--- src/hdl/pcb_pkg.sv ---
// ----------------------------------------------------------------------------
// pcb_pkg
// shared constants, command and status types and the segment decoder of the
// presence counter with baseline
// ----------------------------------------------------------------------------
`default_nettype none

package pcb_pkg;

   // parameter defaults
   localparam int DIST_BITS_DEF  = 10;
   localparam int MAX_CALIB_DEF  = 16;
   localparam int COUNT_BITS_DEF = 16;

   // configuration port
   localparam int CSR_IDX_W  = 3;
   localparam int CSR_DATA_W = 10;

   localparam logic [CSR_IDX_W-1:0] CSR_MARGIN = 3'd0;
   localparam logic [CSR_IDX_W-1:0] CSR_MIN    = 3'd1;
   localparam logic [CSR_IDX_W-1:0] CSR_MAX    = 3'd2;
   localparam logic [CSR_IDX_W-1:0] CSR_CALIB  = 3'd3;
   localparam logic [CSR_IDX_W-1:0] CSR_CLEAR  = 3'd4;

   // register reset values
   localparam logic [9:0] MARGIN_RESET = 10'd20;
   localparam logic [9:0] MIN_RESET    = 10'd5;
   localparam logic [9:0] MAX_RESET    = 10'd300;
   localparam logic [4:0] CALIB_RESET  = 5'd10;
   localparam logic [2:0] CLEAR_RESET  = 3'd3;

   // controller to datapath
   typedef struct packed {
      logic capture;
      logic eval;
      logic div_step;
      logic base_load;
      logic conv_start;
      logic conv_step;
      logic out_load;
   } pcb_cmd_type;

   // datapath to controller
   typedef struct packed {
      logic calib_ok;
   } pcb_status_type;

   // seven-segment code, bit0 is segment a
   function automatic logic [6:0] seg_code(input logic [3:0] digit);
      logic [6:0] code;
      case (digit)
         4'd0:    code = 7'h3F;
         4'd1:    code = 7'h06;
         4'd2:    code = 7'h5B;
         4'd3:    code = 7'h4F;
         4'd4:    code = 7'h66;
         4'd5:    code = 7'h6D;
         4'd6:    code = 7'h7D;
         4'd7:    code = 7'h07;
         4'd8:    code = 7'h7F;
         4'd9:    code = 7'h6F;
         default: code = 7'h00;
      endcase
      return code;
   endfunction

endpackage

`default_nettype wire

--- src/hdl/pcb_ctrl.sv ---
// ----------------------------------------------------------------------------
// pcb_ctrl
// sequencer: sample capture, evaluation, baseline division, digit conversion
// and result hand-off
// ----------------------------------------------------------------------------
`default_nettype none

module pcb_ctrl
   import pcb_pkg::*;
#(
   parameter int DIV_STEPS  = 14,
   parameter int CONV_STEPS = 16
) (
   input  wire logic           clock,
   input  wire logic           reset,
   input  wire logic           req_valid,
   output logic                req_ready,
   output logic                rsp_valid,
   input  wire logic           rsp_ready,
   output pcb_cmd_type         cmd,
   input  wire pcb_status_type status
);

   localparam int MAX_STEPS = (DIV_STEPS > CONV_STEPS) ? DIV_STEPS : CONV_STEPS;
   localparam int STEP_W    = (MAX_STEPS > 2) ? $clog2(MAX_STEPS) : 1;

   typedef enum logic [2:0] {
      ST_IDLE,
      ST_EVAL,
      ST_DIV,
      ST_BASE,
      ST_CONV_INIT,
      ST_CONV,
      ST_LOAD
   } state_type;

   state_type         state_ff, state_in;
   logic [STEP_W-1:0] step_ff, step_in;
   logic              rsp_valid_ff, rsp_valid_in;
   logic              out_free;

   assign out_free  = !rsp_valid_ff || rsp_ready;
   assign req_ready = (state_ff == ST_IDLE);
   assign rsp_valid = rsp_valid_ff;

   always_comb begin
      state_in     = state_ff;
      step_in      = step_ff;
      rsp_valid_in = rsp_valid_ff && !rsp_ready;
      cmd          = '0;
      unique case (state_ff)
         ST_IDLE: begin
            cmd.capture = req_valid;
            if (req_valid) begin
               state_in = ST_EVAL;
            end
         end
         ST_EVAL: begin
            cmd.eval = 1'b1;
            step_in  = '0;
            state_in = status.calib_ok ? ST_DIV : ST_CONV_INIT;
         end
         ST_DIV: begin
            cmd.div_step = 1'b1;
            step_in      = step_ff + 1'b1;
            if (step_ff == STEP_W'(DIV_STEPS - 1)) begin
               state_in = ST_BASE;
            end
         end
         ST_BASE: begin
            cmd.base_load = 1'b1;
            state_in      = ST_CONV_INIT;
         end
         ST_CONV_INIT: begin
            cmd.conv_start = 1'b1;
            step_in        = '0;
            state_in       = ST_CONV;
         end
         ST_CONV: begin
            cmd.conv_step = 1'b1;
            step_in       = step_ff + 1'b1;
            if (step_ff == STEP_W'(CONV_STEPS - 1)) begin
               state_in = ST_LOAD;
            end
         end
         ST_LOAD: begin
            if (out_free) begin
               cmd.out_load = 1'b1;
               rsp_valid_in = 1'b1;
               state_in     = ST_IDLE;
            end
         end
         default: begin
            state_in = ST_IDLE;
         end
      endcase
   end

   always_ff @(posedge clock) begin
      if (reset) begin
         state_ff     <= ST_IDLE;
         step_ff      <= '0;
         rsp_valid_ff <= 1'b0;
      end else begin
         state_ff     <= state_in;
         step_ff      <= step_in;
         rsp_valid_ff <= rsp_valid_in;
      end
   end

   // an accepted sample is evaluated in the next cycle
   a_accept_eval: assert property (@(posedge clock) disable iff (reset)
      (req_valid && req_ready) |=> (state_ff == ST_EVAL))
      else $error("accepted sample not evaluated");

   // the result register is never overwritten while it still waits
   a_load_free: assert property (@(posedge clock) disable iff (reset)
      cmd.out_load |-> (!rsp_valid_ff || rsp_ready))
      else $error("result overwritten before taken");

   // a load always presents a result
   a_load_valid: assert property (@(posedge clock) disable iff (reset)
      cmd.out_load |=> rsp_valid)
      else $error("loaded result not presented");

   // datapath steps never overlap
   a_cmd_onehot: assert property (@(posedge clock) disable iff (reset)
      $onehot0({cmd.eval, cmd.div_step, cmd.base_load, cmd.conv_start,
                cmd.conv_step, cmd.out_load}))
      else $error("overlapping datapath commands");

endmodule

`default_nettype wire

--- src/hdl/pcb_datapath.sv ---
// ----------------------------------------------------------------------------
// pcb_datapath
// configuration registers, phase and counter state, restoring divider for the
// baseline, double-dabble digit split and the result register
// ----------------------------------------------------------------------------
`default_nettype none

module pcb_datapath
   import pcb_pkg::*;
#(
   parameter int DIST_BITS  = DIST_BITS_DEF,
   parameter int MAX_CALIB  = MAX_CALIB_DEF,
   parameter int COUNT_BITS = COUNT_BITS_DEF
) (
   input  wire logic                  clock,
   input  wire logic                  reset,
   input  wire pcb_cmd_type           cmd,
   output pcb_status_type             status,
   input  wire logic [DIST_BITS-1:0]  req_distance_cm,
   input  wire logic                  csr_write,
   input  wire logic [CSR_IDX_W-1:0]  csr_index,
   input  wire logic [CSR_DATA_W-1:0] csr_data,
   output logic [1:0]                 rsp_phase,
   output logic                       rsp_present,
   output logic [15:0]                rsp_people,
   output logic [9:0]                 rsp_ref_level,
   output logic [6:0]                 rsp_seg_thousands,
   output logic [6:0]                 rsp_seg_hundreds,
   output logic [6:0]                 rsp_seg_tens,
   output logic [6:0]                 rsp_seg_ones
);

   localparam int CNT_W = $clog2(MAX_CALIB + 1);
   localparam int SUM_W = DIST_BITS + CNT_W;
   localparam int CMP_W = ((DIST_BITS > 10) ? DIST_BITS : 10) + 1;
   localparam int TOT_W = (CNT_W > 5) ? CNT_W : 5;
   localparam int PPL_W = (COUNT_BITS > 16) ? COUNT_BITS : 16;
   localparam int REF_W = (DIST_BITS > 10) ? DIST_BITS : 10;

   typedef enum logic [1:0] {
      PH_CAL   = 2'd0,
      PH_IDLE  = 2'd1,
      PH_OCC   = 2'd2,
      PH_FAULT = 2'd3
   } phase_type;

   // configuration
   logic [9:0] margin_ff, min_ff, max_ff;
   logic [4:0] calib_ff;
   logic [2:0] clear_ff;

   // state
   phase_type             phase_ff, phase_in;
   logic [CNT_W-1:0]      seen_ff, seen_in;
   logic [CNT_W-1:0]      good_ff, good_in;
   logic [SUM_W-1:0]      sum_ff, sum_in;
   logic [DIST_BITS-1:0]  base_ff;
   logic [2:0]            run_ff, run_in;
   logic [COUNT_BITS-1:0] people_ff, people_in;
   logic                  calib_ok;

   // work registers
   logic [DIST_BITS-1:0]  dist_ff;
   logic [SUM_W-1:0]      quo_ff;
   logic [CNT_W-1:0]      rem_ff;
   logic [COUNT_BITS-1:0] csh_ff;
   logic [15:0]           bcd_ff;

   // sample classification
   logic [CMP_W-1:0] dist_ext, close_sum;
   logic             sample_ok, sample_close;
   logic [TOT_W-1:0] total_wide;
   logic [CNT_W-1:0] total;
   logic [2:0]       need, run_next;

   assign dist_ext     = CMP_W'(dist_ff);
   assign close_sum    = dist_ext + CMP_W'(margin_ff);
   assign sample_ok    = (dist_ext >= CMP_W'(min_ff)) && (dist_ext <= CMP_W'(max_ff));
   assign sample_close = close_sum < CMP_W'(base_ff);
   assign need         = (clear_ff == 3'd0) ? 3'd1 : clear_ff;
   assign run_next     = run_ff + 3'd1;

   always_comb begin
      if (calib_ff == 5'd0) begin
         total_wide = TOT_W'(1);
      end else if (TOT_W'(calib_ff) > TOT_W'(MAX_CALIB)) begin
         total_wide = TOT_W'(MAX_CALIB);
      end else begin
         total_wide = TOT_W'(calib_ff);
      end
   end
   assign total = total_wide[CNT_W-1:0];

   always_comb begin
      phase_in  = phase_ff;
      seen_in   = seen_ff;
      good_in   = good_ff;
      sum_in    = sum_ff;
      run_in    = run_ff;
      people_in = people_ff;
      calib_ok  = 1'b0;
      case (phase_ff)
         PH_CAL: begin
            if (sample_ok) begin
               sum_in  = sum_ff + SUM_W'(dist_ff);
               good_in = good_ff + 1'b1;
            end
            seen_in = seen_ff + 1'b1;
            if (seen_in >= total) begin
               if ((good_in != '0) && (good_in >= (total >> 1))) begin
                  phase_in = PH_IDLE;
                  calib_ok = 1'b1;
               end else begin
                  phase_in = PH_FAULT;
               end
            end
         end
         PH_IDLE: begin
            if (sample_ok && sample_close) begin
               people_in = people_ff + 1'b1;
               run_in    = 3'd0;
               phase_in  = PH_OCC;
            end
         end
         PH_OCC: begin
            if (sample_ok) begin
               if (!sample_close) begin
                  if (run_next >= need) begin
                     run_in   = 3'd0;
                     phase_in = PH_IDLE;
                  end else begin
                     run_in = run_next;
                  end
               end else begin
                  run_in = 3'd0;
               end
            end
         end
         default: begin
         end
      endcase
   end

   assign status.calib_ok = calib_ok;

   always_ff @(posedge clock) begin
      if (reset) begin
         margin_ff <= MARGIN_RESET;
         min_ff    <= MIN_RESET;
         max_ff    <= MAX_RESET;
         calib_ff  <= CALIB_RESET;
         clear_ff  <= CLEAR_RESET;
      end else if (csr_write) begin
         unique case (csr_index)
            CSR_MARGIN: margin_ff <= csr_data[9:0];
            CSR_MIN:    min_ff    <= csr_data[9:0];
            CSR_MAX:    max_ff    <= csr_data[9:0];
            CSR_CALIB:  calib_ff  <= csr_data[4:0];
            CSR_CLEAR:  clear_ff  <= csr_data[2:0];
            default: begin
            end
         endcase
      end
   end

   always_ff @(posedge clock) begin
      if (reset) begin
         phase_ff  <= PH_CAL;
         seen_ff   <= '0;
         good_ff   <= '0;
         sum_ff    <= '0;
         base_ff   <= '0;
         run_ff    <= '0;
         people_ff <= '0;
      end else begin
         if (cmd.eval) begin
            phase_ff  <= phase_in;
            seen_ff   <= seen_in;
            good_ff   <= good_in;
            sum_ff    <= sum_in;
            run_ff    <= run_in;
            people_ff <= people_in;
         end
         if (cmd.base_load) begin
            base_ff <= quo_ff[DIST_BITS-1:0];
         end
      end
   end

   // restoring divider, one quotient bit per step
   logic [CNT_W:0] rem_sh, rem_sub;
   logic           rem_ge;

   assign rem_sh  = {rem_ff, quo_ff[SUM_W-1]};
   assign rem_ge  = rem_sh >= {1'b0, good_ff};
   assign rem_sub = rem_sh - {1'b0, good_ff};

   // binary to bcd, four digits kept so the result is modulo 10000
   logic [15:0] bcd_adj;

   always_comb begin
      for (int i = 0; i < 4; i++) begin
         bcd_adj[4*i +: 4] = (bcd_ff[4*i +: 4] >= 4'd5) ?
                             (bcd_ff[4*i +: 4] + 4'd3) : bcd_ff[4*i +: 4];
      end
   end

   logic [PPL_W-1:0] people_ext;
   logic [REF_W-1:0] base_ext;

   assign people_ext = PPL_W'(people_ff);
   assign base_ext   = REF_W'(base_ff);

   always_ff @(posedge clock) begin
      if (cmd.capture) begin
         dist_ff <= req_distance_cm;
      end
      if (cmd.eval) begin
         quo_ff <= sum_in;
         rem_ff <= '0;
      end else if (cmd.div_step) begin
         quo_ff <= {quo_ff[SUM_W-2:0], rem_ge};
         rem_ff <= rem_ge ? rem_sub[CNT_W-1:0] : rem_sh[CNT_W-1:0];
      end
      if (cmd.conv_start) begin
         csh_ff <= people_ff;
         bcd_ff <= '0;
      end else if (cmd.conv_step) begin
         csh_ff <= csh_ff << 1;
         bcd_ff <= {bcd_adj[14:0], csh_ff[COUNT_BITS-1]};
      end
      if (cmd.out_load) begin
         rsp_phase         <= phase_ff;
         rsp_present       <= (phase_ff == PH_OCC);
         rsp_people        <= people_ext[15:0];
         rsp_ref_level     <= ((phase_ff == PH_IDLE) || (phase_ff == PH_OCC)) ?
                              base_ext[9:0] : 10'd0;
         rsp_seg_thousands <= seg_code(bcd_ff[15:12]);
         rsp_seg_hundreds  <= seg_code(bcd_ff[11:8]);
         rsp_seg_tens      <= seg_code(bcd_ff[7:4]);
         rsp_seg_ones      <= seg_code(bcd_ff[3:0]);
      end
   end

endmodule

`default_nettype wire

--- src/hdl/presence_counter_with_baseline_top.sv ---
// ----------------------------------------------------------------------------
// presence_counter_with_baseline_top
// distance-based people counter: calibrates a baseline distance, then counts
// each approach closer than baseline minus margin, with seven-segment digits
// ----------------------------------------------------------------------------
//
//   channel  dir  handshake              payload
//   req      in   req_valid/req_ready    req_distance_cm
//   rsp      out  rsp_valid/rsp_ready    phase, present, people, ref_level, segs
//   csr      in   csr_valid/csr_ready    csr_index, csr_data (always ready)
//
// one sample in flight; each sample runs the bit-serial bcd conversion of the
// count, and the sample that completes calibration successfully also runs the
// restoring divider over every bit of the calibration sum before the conversion
// reset is synchronous; no clearing pass, the block takes samples at once
// the finished result sits in an output register, so the next sample is
// taken while rsp is stalled; only the final load waits for rsp_ready
// ----------------------------------------------------------------------------
`default_nettype none

module presence_counter_with_baseline_top
   import pcb_pkg::*;
#(
   parameter int DIST_BITS  = DIST_BITS_DEF,
   parameter int MAX_CALIB  = MAX_CALIB_DEF,
   parameter int COUNT_BITS = COUNT_BITS_DEF
) (
   input  wire logic                  clock,
   input  wire logic                  reset,
   // sample beat
   input  wire logic                  req_valid,
   output logic                       req_ready,
   input  wire logic [DIST_BITS-1:0]  req_distance_cm,
   // result beat
   output logic                       rsp_valid,
   input  wire logic                  rsp_ready,
   output logic [1:0]                 rsp_phase,
   output logic                       rsp_present,
   output logic [15:0]                rsp_people,
   output logic [9:0]                 rsp_ref_level,
   output logic [6:0]                 rsp_seg_thousands,
   output logic [6:0]                 rsp_seg_hundreds,
   output logic [6:0]                 rsp_seg_tens,
   output logic [6:0]                 rsp_seg_ones,
   // register write beat
   input  wire logic                  csr_valid,
   output logic                       csr_ready,
   input  wire logic [CSR_IDX_W-1:0]  csr_index,
   input  wire logic [CSR_DATA_W-1:0] csr_data
);

   // divider runs one step per bit of the calibration sum
   localparam int DIV_STEPS = DIST_BITS + $clog2(MAX_CALIB + 1);

   pcb_cmd_type    cmd;
   pcb_status_type status;

   // register writes are taken in any cycle
   assign csr_ready = 1'b1;

   // sequencer
   pcb_ctrl #(
      .DIV_STEPS  (DIV_STEPS),
      .CONV_STEPS (COUNT_BITS)
   ) u_ctrl (
      .clock     (clock),
      .reset     (reset),
      .req_valid (req_valid),
      .req_ready (req_ready),
      .rsp_valid (rsp_valid),
      .rsp_ready (rsp_ready),
      .cmd       (cmd),
      .status    (status)
   );

   // state, arithmetic and result register
   pcb_datapath #(
      .DIST_BITS  (DIST_BITS),
      .MAX_CALIB  (MAX_CALIB),
      .COUNT_BITS (COUNT_BITS)
   ) u_datapath (
      .clock             (clock),
      .reset             (reset),
      .cmd               (cmd),
      .status            (status),
      .req_distance_cm   (req_distance_cm),
      .csr_write         (csr_valid && csr_ready),
      .csr_index         (csr_index),
      .csr_data          (csr_data),
      .rsp_phase         (rsp_phase),
      .rsp_present       (rsp_present),
      .rsp_people        (rsp_people),
      .rsp_ref_level     (rsp_ref_level),
      .rsp_seg_thousands (rsp_seg_thousands),
      .rsp_seg_hundreds  (rsp_seg_hundreds),
      .rsp_seg_tens      (rsp_seg_tens),
      .rsp_seg_ones      (rsp_seg_ones)
   );

endmodule

`default_nettype wire

--- config.mk ---
export PLATFORM = sky130hd
export DESIGN_NAME = presence_counter_with_baseline_top
export DESIGN_NICKNAME = d
export VERILOG_FILES = /design/src/hdl/pcb_pkg.sv /design/src/hdl/pcb_ctrl.sv /design/src/hdl/pcb_datapath.sv /design/src/hdl/presence_counter_with_baseline_top.sv
export SDC_FILE = /design/constraint.sdc
export NUM_CORES = 1
export LEC_CHECK = 0
export ABC_AREA = 1
export BUFFER_PORTS_ARGS = -buffer_cell sky130_fd_sc_hd__buf_2
export CAP_MARGIN = 20
export CORE_MARGIN = 4
export CORE_UTILIZATION = 61
export CTS_BUF_LIST = sky130_fd_sc_hd__clkbuf_8
export CTS_CLUSTER_SIZE = 20
export DETAILED_ROUTE_END_ITERATION = 8
export PLACE_DENSITY = 0.78
export SLEW_MARGIN = 15
export SYNTH_ARGS = -nofsm -noshare
export SYNTH_HDL_FRONTEND = slang
export SYNTH_HIERARCHICAL = 1
export SYNTH_SLANG_ARGS = --single-unit
--- constraint.sdc ---
create_clock -name clock -period 7.2 [get_ports clock]
set_input_delay 0.36 -clock clock [delete_from_list [all_inputs] [get_ports clock]]
set_output_delay 0.36 -clock clock [all_outputs]
set_load 0.01 [all_outputs]
Word level (Yosys, flattened, before mapping)
Memories as Yosys holds them, arrays and structs flattened. A register that Yosys moved wholly into a read port is not among the register bits.
Index checks and enable logic that the tools add are counted.
- bits in registers: 193
- latch bits: 0
- RAM bits: 0
- bits in read-only memories: 448
- input bits: 28
- output and inout bits: 60
- logic and storage cells: 154
- memories: 4
- add/subtract/negate cells: 12
- $mul: 0
- divide/modulo/power cells: 0
- $lt $le $gt $ge: 12
- equality and inequality tests: 23
- shift operators: 0
- multiplexer cells: 48
- bitwise operators: 0
- reduce and logical (&&, ||, !) cells: 31
- memories (name ; words ; bits a word ; rd ports ; clocked after Yosys merged registers in ; wr ports ; line ; RTL):
    (no name shown) ; 16 ; 7 ; 1 ; 1 ; 0 ; pcb_pkg.sv:51 ; case (digit)
    (no name shown) ; 16 ; 7 ; 1 ; 1 ; 0 ; pcb_pkg.sv:51 ;
    (no name shown) ; 16 ; 7 ; 1 ; 1 ; 0 ; pcb_pkg.sv:51 ;
    (no name shown) ; 16 ; 7 ; 1 ; 1 ; 0 ; pcb_pkg.sv:51 ;
- operators by type and width (cell ; count):
    $mux W15 ; 4
    $mux W3 ; 11
    $mux W16 ; 2
    $mux W5 ; 5
    $pmux W3 S7 ; 1
    $add A16 B1 Y16 const B ; 1
    $ge A4 B3 Y1 const B ; 4
    $add A15 B10 Y15 ; 1
    $ne A2 B1 Y1 const B ; 7
    $mux W1 ; 13
    $add A4 B2 Y4 const B ; 3
    $eq A3 B2 Y1 const B ; 4
    $eq A3 B3 Y1 const B ; 4
    $mux W2 ; 6
    $mux W4 ; 3
    $reduce_and A2 Y1 ; 6
    $add A10 B10 Y11 ; 1
    $lt A11 B10 Y1 ; 1
    $add A5 B1 Y5 const B ; 2
    $ge A10 B10 Y1 ; 1
    $le A10 B10 Y1 ; 1
    $logic_not A3 Y1 ; 3
    $eq A4 B4 Y1 const B ; 2
    $pmux W4 S2 ; 1
    27 further kinds ; 39

Logic depth before layout (Yosys ltp)
Gate-level depths: netlist of run 1.
- word-level depth: 11
- mapped depth: 24
- depth with buffers taken out: 24

By module
Netlist of run 1, hierarchy kept.
- by module, submodules not included (module ; times used ; cells each ; area each (sq um) ; sequential area each (sq um)):
    pcb_datapath ; 1 ; 1314 ; 11223.3 ; 5245.0
    pcb_ctrl ; 1 ; 87 ; 521.8 ; 160.2
    presence_counter_with_baseline_top ; 1 ; 2 ; 11.3 ; 0.0

Least setup slack after synthesis of run 1
Ideal clock, no wire load.
- path kind: flip-flop to flip-flop
- start point: register u_ctrl.state_ff[2]
- end point: register u_datapath.rsp_people[0], enable pin
- library setup time: 0.542 ns
- arrival time: 4.469 ns
- data required time: 6.658 ns
- setup slack: 2.189 ns
- stages on the path, launching flop included: 4
- clock period less this slack: 5.011 ns
- path through: dfxtp_1 buf_2 nand2_1 nor3_1
- RTL lines (item ; line ; RTL):
    start, declared ; pcb_ctrl.sv:37 ; state_type state_ff, state_in;
    start signal, assigned ; pcb_ctrl.sv:105 ; state_ff <= state_in;
    end signal, assigned ; pcb_datapath.sv:235 ; rsp_people <= people_ext[15:0];
    end, declared ; pcb_datapath.sv:25 ; output logic [15:0] rsp_people,

Worst setup path after layout of run 1
- start point: register u_datapath.dist_ff[2]
- end point: register u_datapath.people_ff[15], in the netlist u_datapath/people_ext[15]
- word-level cells in the longest chain between the ends: 4
- RTL lines (item ; line ; RTL):
    start, declared ; pcb_datapath.sv:63 ; logic [DIST_BITS-1:0] dist_ff;
    start signal, assigned ; pcb_datapath.sv:216 ; dist_ff <= req_distance_cm;
    $add A10 B10 Y11 (tied with other cells) ; pcb_datapath.sv:77 ; assign close_sum = dist_ext + CMP_W'(margin_ff);
    $lt A11 B10 Y1 / $logic_and A1 B1 Y1 (equally long branches) ; pcb_datapath.sv:79, pcb_datapath.sv:78 ;
    $logic_and A1 B1 Y1 * ; pcb_datapath.sv:119 ; if (sample_ok && sample_close) begin
    $reduce_and A3 Y1 (no source line) * ; n/a ;
    end signal, assigned ; pcb_datapath.sv:182 ; people_ff <= people_in;
    end, declared ; pcb_datapath.sv:59 ; logic [COUNT_BITS-1:0] people_ff, people_in;
Every way passes the cells marked *; elsewhere a longest branch is shown, timed or not.
A chain may end at the register's enable or synchronous reset.

==> results.yml, run 1 <==
timing:
  min_period_ns: 3.477
  grt_setup_unrepaired: "false"
  drv_slew: 0
  max_freq_mhz: 287.6
  finalSetupTns_ns: 0
  setup_viol: 0
  worstMarginPinSlew_ns: 0.9977
  fin_worst_skew_ns: 0.01703
  fin_hold_ws_ns: 0.03362
  slew_headroom_pct: 33.42
  fin_crit_sh_pct: 48.30
  final-hold-violation-count: 0
  final.setup.worst_slack_ns: 3.723
logic_synthesis:
  synthFlopType: "dfxtp_1"
  ys_warn_count: 6
  yosysUniqueCellTypes: 49
  async_reset_ff_share_pct: 0
  syn_area_per_cell_um2: 8.379
  synth-edff-count: 98
  yosysSeqAreaShare_pct: 45.98
  syn-num-nets: 1536
  synthTopCellsByArea: "edfxtp_1 25%, dfxtp_1 21%, ha_1 11%"
  synth_top_area_share_pct: 25.03
  syn_area_mm2: 0.01176
  postSynthCellCount: 1403
  synth_seq_cells: 221
  yosysTopAreaCell: "edfxtp_1"
global_routing:
  grt_pass1_vias: 9033
  grt_pass1_wl_um: 41670
  grt_use_met1_pct: 29.28
  antenna_found_initial: 0
  globalRouteOverflowTotal: 0
  use_met3_pct: 3.671
  grt_max_degree: 67
  use_met2_pct: 38.72
  grt_usage_pct: 23.00
  grt_most_used_layer: "met2"
route:
  wire_per_inst_um: 13.91
  drtIter0Drc: 603
  drc_errors: 0
  wirelength_um: 24960
  avgViaCountPerCell: 5.370
  first_pass_iters: 5
  ant_nets: 0
  vias: 9640
power:
  finalPower_mw: 4.410
  p_leak_nw: 5.869
  powerDensity_mw_per_mm2: 333.5
  vdd_drop_max_mv: 0.1844
clock_network:
  cts_hold_buf: 7
  cts_root_buf: "clkbuf_8"
  cts_tree: "built"
  post_cts_resized: 0
  htreeDepth: 2
  cts_buffers: 38
  cts.sinks: 221
  clk_latency_ns: 0.52
  clk_pin_slew_worst_paths_ns: 0.06
  post-cts-setup-buffers: 0
  clock_path_buffers: 3
finish:
  stdcell_count: 1795
  layout-drive-gt1-share_pct: 10.94
  final_nets: 1639
  syn_to_final_growth_pct: 12.49
  fill_cells: 1515
  stdcell_area_mm2: 0.01323
  fin_util_pct: 70.23
  antenna_cells: 0
floorplan:
  die_x_um: 146.8
  fp.coreArea_mm2: 0.01883
  die-area_mm2: 0.02156
  io-pin-count: 88
  row_count: 50
  start_util_pct: 62.43
  die_h_um: 146.8
critical_path:
  reg2reg_from: "u_datapath/dist_ff[2]"
  startpoint: "u_datapath/dist_ff[2]"
  path_class: "reg2reg"
  path_max_fanout: 13
  critPathRequiredTime_ns: 7.61
  cp.arrival_ns: 3.89
  start_kind: "flop"
  end_kind: "flop"
placement:
  gp_congestion: 0.8939
  dp_cells: 1718
  port_buffers: 86
  placed_cell_area_mm2: 0.01240
  dp_hpwl_um: 18190
  dp_slack_ns: 3.743
job:
  cap_violations: 0
min_path:
  hold_start: "req_distance_cm[1]"
  hold_class: "in2reg"
run_status:
  outcome: "finished clean"
-- cells in the mapped netlist, types with 19 or more instances --
master    count
nor3_1       19
edfxtp_1     98
o211ai_1     23
nand3_1      65
nand2_1     295
inv_1       190
ha_1        102
nor2_1      113
o21ai_0      99
a21oi_1     113
clkbuf_1     28
dfxtp_1     123
xor2_1       25
-- sequential cells by signal, summed over array words and instances (netlist names), 10 cells and up --
name	cells
u_datapath/base_ext	10
u_datapath/bcd_ff	16
u_datapath/csh_ff	16
u_datapath/dist_ff	10
u_datapath/margin_ff	10
u_datapath/max_ff	10
u_datapath/min_ff	10
u_datapath/people_ext	16
u_datapath/quo_ff	15
u_datapath/rsp_people	16
u_datapath/rsp_ref_level	10
u_datapath/sum_ff	15
-- worst max-delay path, stage by stage, from the launching register on --
cell	delay [ns]
edfxtp_1	0.44
ha_1	0.39
a21oi_1	0.20
nand2_1	0.11
nand2_1	0.08
nand2_1	0.05
a21oi_1	0.20
nor2_1	0.06
o21ai_0	0.14
nand2_1	0.08
xor2_1	0.13
inv_1	0.06
ha_1	0.27
nand2_1	0.06
inv_1	0.03
nand2_1	0.05
nand2_1	0.04
nand2_1	0.16
nand3_4	0.11
nor2_4	0.27
nand2_1	0.16
nor2_1	0.12
nand2_1	0.06
nand2_1	0.05
nor2_1	0.04
-- placed cells by master (no fill, tap or decap), types with 25 or more instances in the layout --
cell / Yosys / final
nand3_1: 65 / 65
buf_2: 3 / 86
dfxtp_1: 123 / 123
clkbuf_8: 0 / 45
o21ai_0: 99 / 99
a21oi_1: 113 / 113
ha_1: 102 / 102
nand2_1: 295 / 295
inv_1: 190 / 205
nor2_1: 113 / 113
xor2_1: 25 / 25
edfxtp_1: 98 / 98
-- layer usage --
layer / vias to the layer above / share of wire, %
met5: - / 0
met4: 0 / 4.0
met3: 73 / 5.0
met2: 272 / 47
met1: 4400 / 44
li1: 4895 / -
-- final timing paths --
path	end	slack, ns	cells after the start
max reg2reg	u_datapath/people_ext[15]	3.72	24
min reg2reg	u_datapath/rsp_people[10]	0.46	0
min	u_datapath/dist_ff[1]	0.03	1
max	u_datapath/people_ext[15]	3.72	24
-- layout make-up --
cell class	instances	area [µm²]	area share, %
multi-input combinational	950	5460	41.29
clock inverter	24	125.1	0.9461
tap	260	325.3	2.460
timing repair buffer	98	545.5	4.125
sequential	221	5405	40.87
inverter	197	744.5	5.629
clock buffer	45	619.3	4.683
-- kinds of logic (layout without fill, tap and decap cells) --
kind of cell / count (synthesis) / in the layout / share of synthesized area [%]
buffers and inverters: 232 / 364 / 7.620
AO/OA/AOI/OAI: 281 / 281 / 13.34
flip-flops: 221 / 221 / 45.98
adder cells (fa/ha/maj): 105 / 105 / 11.37
XOR/XNOR: 31 / 31 / 2.309
other: 1 / 1 / 0.03190
AND/OR/NAND/NOR: 532 / 532 / 19.36
-- where the power goes --
| group | switching [mW] | internal, mW |
|---|---|---|
| combinational | 1.00 | 0.547 |
| clock | 0.481 | 0.603 |
| sequential | 0.163 | 1.62 |
| total | 1.64 | 2.77 |
No activity file was read; power rests on OpenSTA's default activity.
==> run 2, diff against run 1 <==
- ABC_AREA: 1 -> 0
- clock period: 7.2 -> 3.25 ns (I/O delays scaled with it)
==> run 2 against run 1 <==
Against the previous run:
- the flow now finishes with violations (setup timing)
- non-clock buffer count is 89 higher
- power is 100% higher
- flip-flop and latch count stayed put
- die area is 0.87% higher
- sequential share of layout area is 2.9 points lower
- setup slack worse by 4.3 ns
- utilization is 5.1 points higher
- cell count is 5.7% lower
- global-route usage is 2.2 points higher
- combinational power is 100% higher
- largest power group unchanged
==> results.yml, run 2 <==
run_status:
  outcome: "finished with violations"
  violations: "setup timing"
logic_synthesis:
  synthTopCellsByArea: "edfxtp_1 25%, dfxtp_1 21%, ha_1 11%"
  synth-edff-count: 98
  yosysMostFrequentCell: "dfxtp_1"
  synth_top_family_by_area: "simple AND/OR/NAND/NOR gates"
  syn_area_mm2: 0.01187
  yosys.area_share.simple_pct: 15.78
  ys_warn_count: 6
  synth_fa_ha_area_share_pct: 11.26
  synth-compound-area-share_pct: 14.10
  syn-num-nets: 1366
  yosysTopAreaCell: "edfxtp_1"
  yosysSeqAreaShare_pct: 45.56
  synth_top_area_share_pct: 24.80
  synthFlopType: "dfxtp_1"
  syn_area_per_cell_um2: 9.623
  synth_seq_cells: 221
  yosysUniqueCellTypes: 71
  postSynthCellCount: 1233
  synthMuxAreaShare_pct: 5.863
  synth_commonest_cells: "123 x dfxtp_1, 120 x nand2_1, 114 x nor2_1"
  async_reset_ff_share_pct: 0
  synth_xor_area_share_pct: 2.953
global_routing:
  grt_usage_pct: 25.20
  grt_max_degree: 58
  grt_pass1_wl_um: 45130
  antenna_found_initial: 0
  grt_pass1_vias: 9116
  globalRouteOverflowTotal: 0
critical_path:
  slowest_delay_ns: 0.45
  cp_top_family: "compound AO/OA/AOI/OAI gates"
  critPathRequiredTime_ns: 3.68
  slowest_stage: "edfxtp_1"
  reg2reg_from: "u_datapath/dist_ff[2]"
  cp_common_cell: "o211ai_1"
  path_cells: "buf_6, ha_4, nand2_2, nor3_2, a211oi_2, a32oi_2, nor2_4, xnor2_2, ha_1, nand2b_4, a21oi_2, o21ai_2, a21oi_1, or3_1, o211ai_1, nor3b_4, o211ai_1, a2111oi_2"
  path_max_fanout: 4
  path_class: "reg2reg"
  cp.arrival_ns: 4.21
  startpoint: "u_datapath/dist_ff[2]"
  start_kind: "flop"
  critPathBufInv: 1
  end_kind: "flop"
floorplan:
  die_h_um: 147.5
  row_count: 50
  io-pin-count: 88
  fp.coreArea_mm2: 0.01889
  die-area_mm2: 0.02175
  die_x_um: 147.5
  start_util_pct: 62.80
route:
  ant_nets: 0
  drc_errors: 0
  first_pass_iters: 5
  vias: 9601
  wire_per_inst_um: 16.45
  avgViaCountPerCell: 5.674
  wirelength_um: 27840
  drtIter0Drc: 689
timing:
  fin_hold_ws_ns: 0.04232
  fin_worst_skew_ns: 0.02146
  fin_crit_sh_pct: 116.4
  grt_setup_unrepaired: "true"
  drv_slew: 0
  max_freq_mhz: 264.4
  final-hold-violation-count: 0
  setup_viol: 23
  worstMarginPinSlew_ns: 0.9081
  min_period_ns: 3.782
  final.setup.worst_slack_ns: -0.5319
  slew_headroom_pct: 39.18
placement:
  dp_slack_ns: -0.4411
  dp_hpwl_um: 18740
  port_buffers: 86
  dp_cells: 1588
  gp_congestion: 0.8996
min_path:
  hold_class: "in2reg"
  hold_start: "rsp_ready"
finish:
  stdcell_count: 1692
  layout_common_cells: "123 x dfxtp_1, 116 x nand2_1, 111 x nor2_1"
  fin_util_pct: 75.33
  mostFrequentLayoutCell: "dfxtp_1"
  layout-drive-gt1-share_pct: 20.81
  syn_to_final_growth_pct: 19.95
  final_nets: 1539
  antenna_cells: 0
power:
  finalPower_mw: 8.950
  p_leak_nw: 5.564
  powerDensity_mw_per_mm2: 628.8
  vdd_drop_max_mv: 0.4608
clock_network:
  cts_tree: "built"
  cts_buffers: 37
  cts.sinks: 221
  cts_root_buf: "clkbuf_8"
  clk_latency_ns: 0.54
  clk_pin_slew_worst_paths_ns: 0.06
  htreeDepth: 2
  clock_path_buffers: 3
job:
  cap_violations: 0
[run 2: cell families (layout without fill, tap and decap cells)]
family          count (synthesis)  in the layout
other cells                     1              1
mux                            67             67
xor+xnor                       40             40
simple gates                  390            390
compound gates                273            273
buf+inv                       136            335
fa+ha+maj                     105            105
flops                         221            221
[run 2: per-stage QoR]
stage               area, µm²  setup TNS, ns
finish                  14230         -6.506
global placement        12940         -4.297
CTS                     14050         -7.631
global route            14230         -12.15
floorplan               11930         -1.650
detailed placement      12940         -5.970
[run 2: worst paths after layout]
kind / cells past startpoint / end / slack [ns]
worst max-delay path: 18 / u_ctrl/state_ff[1] / -0.53
worst min-delay path: 3 / u_ctrl/rsp_valid / 0.04
worst max register to register: 18 / u_ctrl/state_ff[1] / -0.53
worst min register to register: 2 / u_datapath/max_ff[7] / 0.46
[run 2: final cells by class]
class,instances,area (µm²)
Fill cell,1359,4661
Timing Repair Buffer,187,1267
Clock inverter,27,118.9
Tap cell,260,325.3
Multi-Input combinational cell,876,6281
Clock buffer,38,523.0
Inverter,83,311.5
Sequential cell,221,5405
[run 2: repair_timing]
item | in CTS | in global routing
hold buffers | 20 | 0
resized for setup | 30 | 35
setup endpoints to repair | 23 | 26
buffers inserted | 18 | 7
hold endpoints to repair | 48 | 0
cloned | 1 | 1
pin swaps | 14 | 30
[run 2: per-layer routing]
metal | GRT usage, % | share of wire, % | vias up
met3 | 4.047 | 6.0 | 48
met1 | 35.68 | 46 | 4522
met5 | 0 | 0 | -
met2 | 40.85 | 46 | 279
li1 | - | - | 4752
met4 | 6.291 | 1.8 | 0
[run 2: tightest hold or removal path, cell delays in order]
cell and delay, ns:
buf_2 0.07, nand2b_1 0.19, a21oi_1 0.09
[run 2: report_power, final]
group	leakage (nW)	switching, mW	total (mW)	internal [mW]
clock network	0.382	1.09	2.18	1.09
registers	1.85	0.281	3.66	3.38
logic	3.33	1.74	3.10	1.36
==> run 3, diff against run 2 <==
- MAX_ROUTING_LAYER: not set -> met4
==> run 3 against run 2 <==
Against the previous run:
- the run still ends with setup timing left
- routed wire length down 1.1%
- flip-flop and latch count did not move
- register-to-register slack better by 0.08 ns
- combinational power is essentially flat
- hold slack improved by 0.011 ns
- die area is the same
- maximum frequency rose by 2.0%
- global-route usage increased by 0.49 points
- largest power group unchanged
==> results.yml, run 3 (synthesis gave the netlist of run 2 again) <==
run_status:
  outcome: "finished with violations"
  violations: "setup timing"
floorplan:
  start_util_pct: 62.80
  die-area_mm2: 0.02175
  fp.coreArea_mm2: 0.01889
  die_h_um: 147.5
  row_count: 50
  die_x_um: 147.5
  io-pin-count: 88
critical_path:
  slowest_delay_ns: 0.45
  r2r_cells: 17
  path_max_fanout: 4
  end_kind: "flop"
  start_kind: "flop"
  cp_top_family: "compound AO/OA/AOI/OAI gates"
  cp.depth: 17
  slowest_stage: "edfxtp_1"
  path_cells: "ha_4, nand4_1, nor3_2, a211oi_2, a32oi_2, nor2_4, xnor2_2, ha_1, nand2b_4, a21oi_2, o21ai_2, a21oi_2, or3_4, o211ai_1, nor3b_2, o211ai_1, a2111oi_1"
  cp.arrival_ns: 4.10
  critPathBufInv: 0
  path_class: "reg2reg"
  critPathRequiredTime_ns: 3.65
global_routing:
  antenna_found_initial: 1
  grt_pass1_vias: 9197
  grt_usage_pct: 25.69
  grt_pass1_wl_um: 44930
  grt_max_degree: 58
  globalRouteOverflowTotal: 0
route:
  wire_per_inst_um: 16.27
  met1_length_um: 12560
  vias: 9664
  dr_wl_met2_um: 12620
  first_pass_iters: 6
  maxUsedRoutingLayer: "met4"
  avgViaCountPerCell: 5.712
  drtIter0Drc: 629
  dr_wl_met3_um: 1727
  drc_errors: 0
  wirelength_um: 27530
  ant_nets: 0
finish:
  layout-drive-gt1-share_pct: 21.17
  layout_common_cells: "123 x dfxtp_1, 119 x nand2_1, 112 x nor2_1"
  regArea_mm2: 0.005405
  multiInputGateArea_mm2: 0.006305
  fin_util_pct: 75.60
  fill_cells: 1376
  syn_to_final_growth_pct: 20.38
  mostFrequentLayoutCell: "dfxtp_1"
  final_nets: 1538
timing:
  setup_viol: 23
  max_freq_mhz: 269.8
  final.setup.worst_slack_ns: -0.4563
  fin_crit_sh_pct: 114.0
  fin_worst_skew_ns: 0.02295
  grt_setup_unrepaired: "true"
  min_period_ns: 3.706
  drv_slew: 0
  slew_headroom_pct: 40.70
  final-hold-violation-count: 0
  worstMarginPinSlew_ns: 0.8854
clock_network:
  htreeDepth: 2
  clock_path_buffers: 3
  cts_tree: "built"
  cts_root_buf: "clkbuf_8"
  clk_latency_ns: 0.52
  clk_pin_slew_worst_paths_ns: 0.06
  cts_buffers: 37
  cts.sinks: 221
placement:
  gp_congestion: 0.9468
  port_buffers: 86
  dp_slack_ns: -0.3984
  dp_hpwl_um: 18810
power:
  powerDensity_mw_per_mm2: 632.6
  vdd_drop_max_mv: 0.4308
  p_leak_nw: 5.577
min_path:
  hold_depth: 3
  hold_class: "in2reg"
job:
  cap_violations: 0
run 3: layout make-up:
cell class	count	share of cell area [%]
multi-input combinational	876	44.14
clock inverter	25	0.9198
tap	260	2.278
clock buffer	40	3.854
sequential	221	37.84
inverter	83	2.181
antenna	1	0.01752
timing repair buffer	186	8.768
run 3: report_power, final:
group / internal, mW / switching [mW]
registers: 3.38 / 0.276
clock network: 1.22 / 1.07
logic: 1.34 / 1.75
total: 5.94 / 3.10
run 3: timing repair:
action,CTS,global route
hold buffers,20,0
hold endpoints to repair,46,0
buffers inserted,7,8
pin swaps,14,29
endpoints found under the setup margin,23,23
cloned,2,0
resized for setup,33,31
run 3: per-layer routing:
layer | track usage, % | vias up
li1 | - | 4749
met1 | 35.35 | 4575
met5 | - | -
met2 | 39.70 | 287
met4 | 7.596 | 0
met3 | 4.077 | 53
run 3: worst paths after layout:
kind / from / end / slack, ns
setup / recovery: u_datapath/dist_ff[7] / u_ctrl/state_ff[1] / -0.46
setup reg to reg: u_datapath/dist_ff[7] / u_ctrl/state_ff[1] / -0.46
hold / removal: req_valid / u_ctrl/state_ff[1] / 0.05
hold reg to reg: u_datapath/min_ff[9] / u_datapath/min_ff[9] / 0.46
run 3: stage by stage:
stage / cell area (µm²) / power [mW] / cells / hold WS (ns) / TNS (ns)
floorplan: 11930 / 5.645 / 1233 / 0.2614 / -1.650
global placement: 12960 / 6.416 / 1591 / 0.3388 / -4.804
detailed placement: 12960 / 6.499 / 1591 / 0.3412 / -6.461
CTS: 14070 / 8.954 / 1685 / 0.02349 / -4.331
global route: 14280 / 9.606 / 1692 / 0.04660 / -9.723
finish: 14280 / 9.036 / 1692 / 0.05300 / -4.840
run 3: tightest hold or removal path: stages:
cell and delay, ns:
buf_2 0.11, nor2_1 0.15, a2111oi_1 0.08
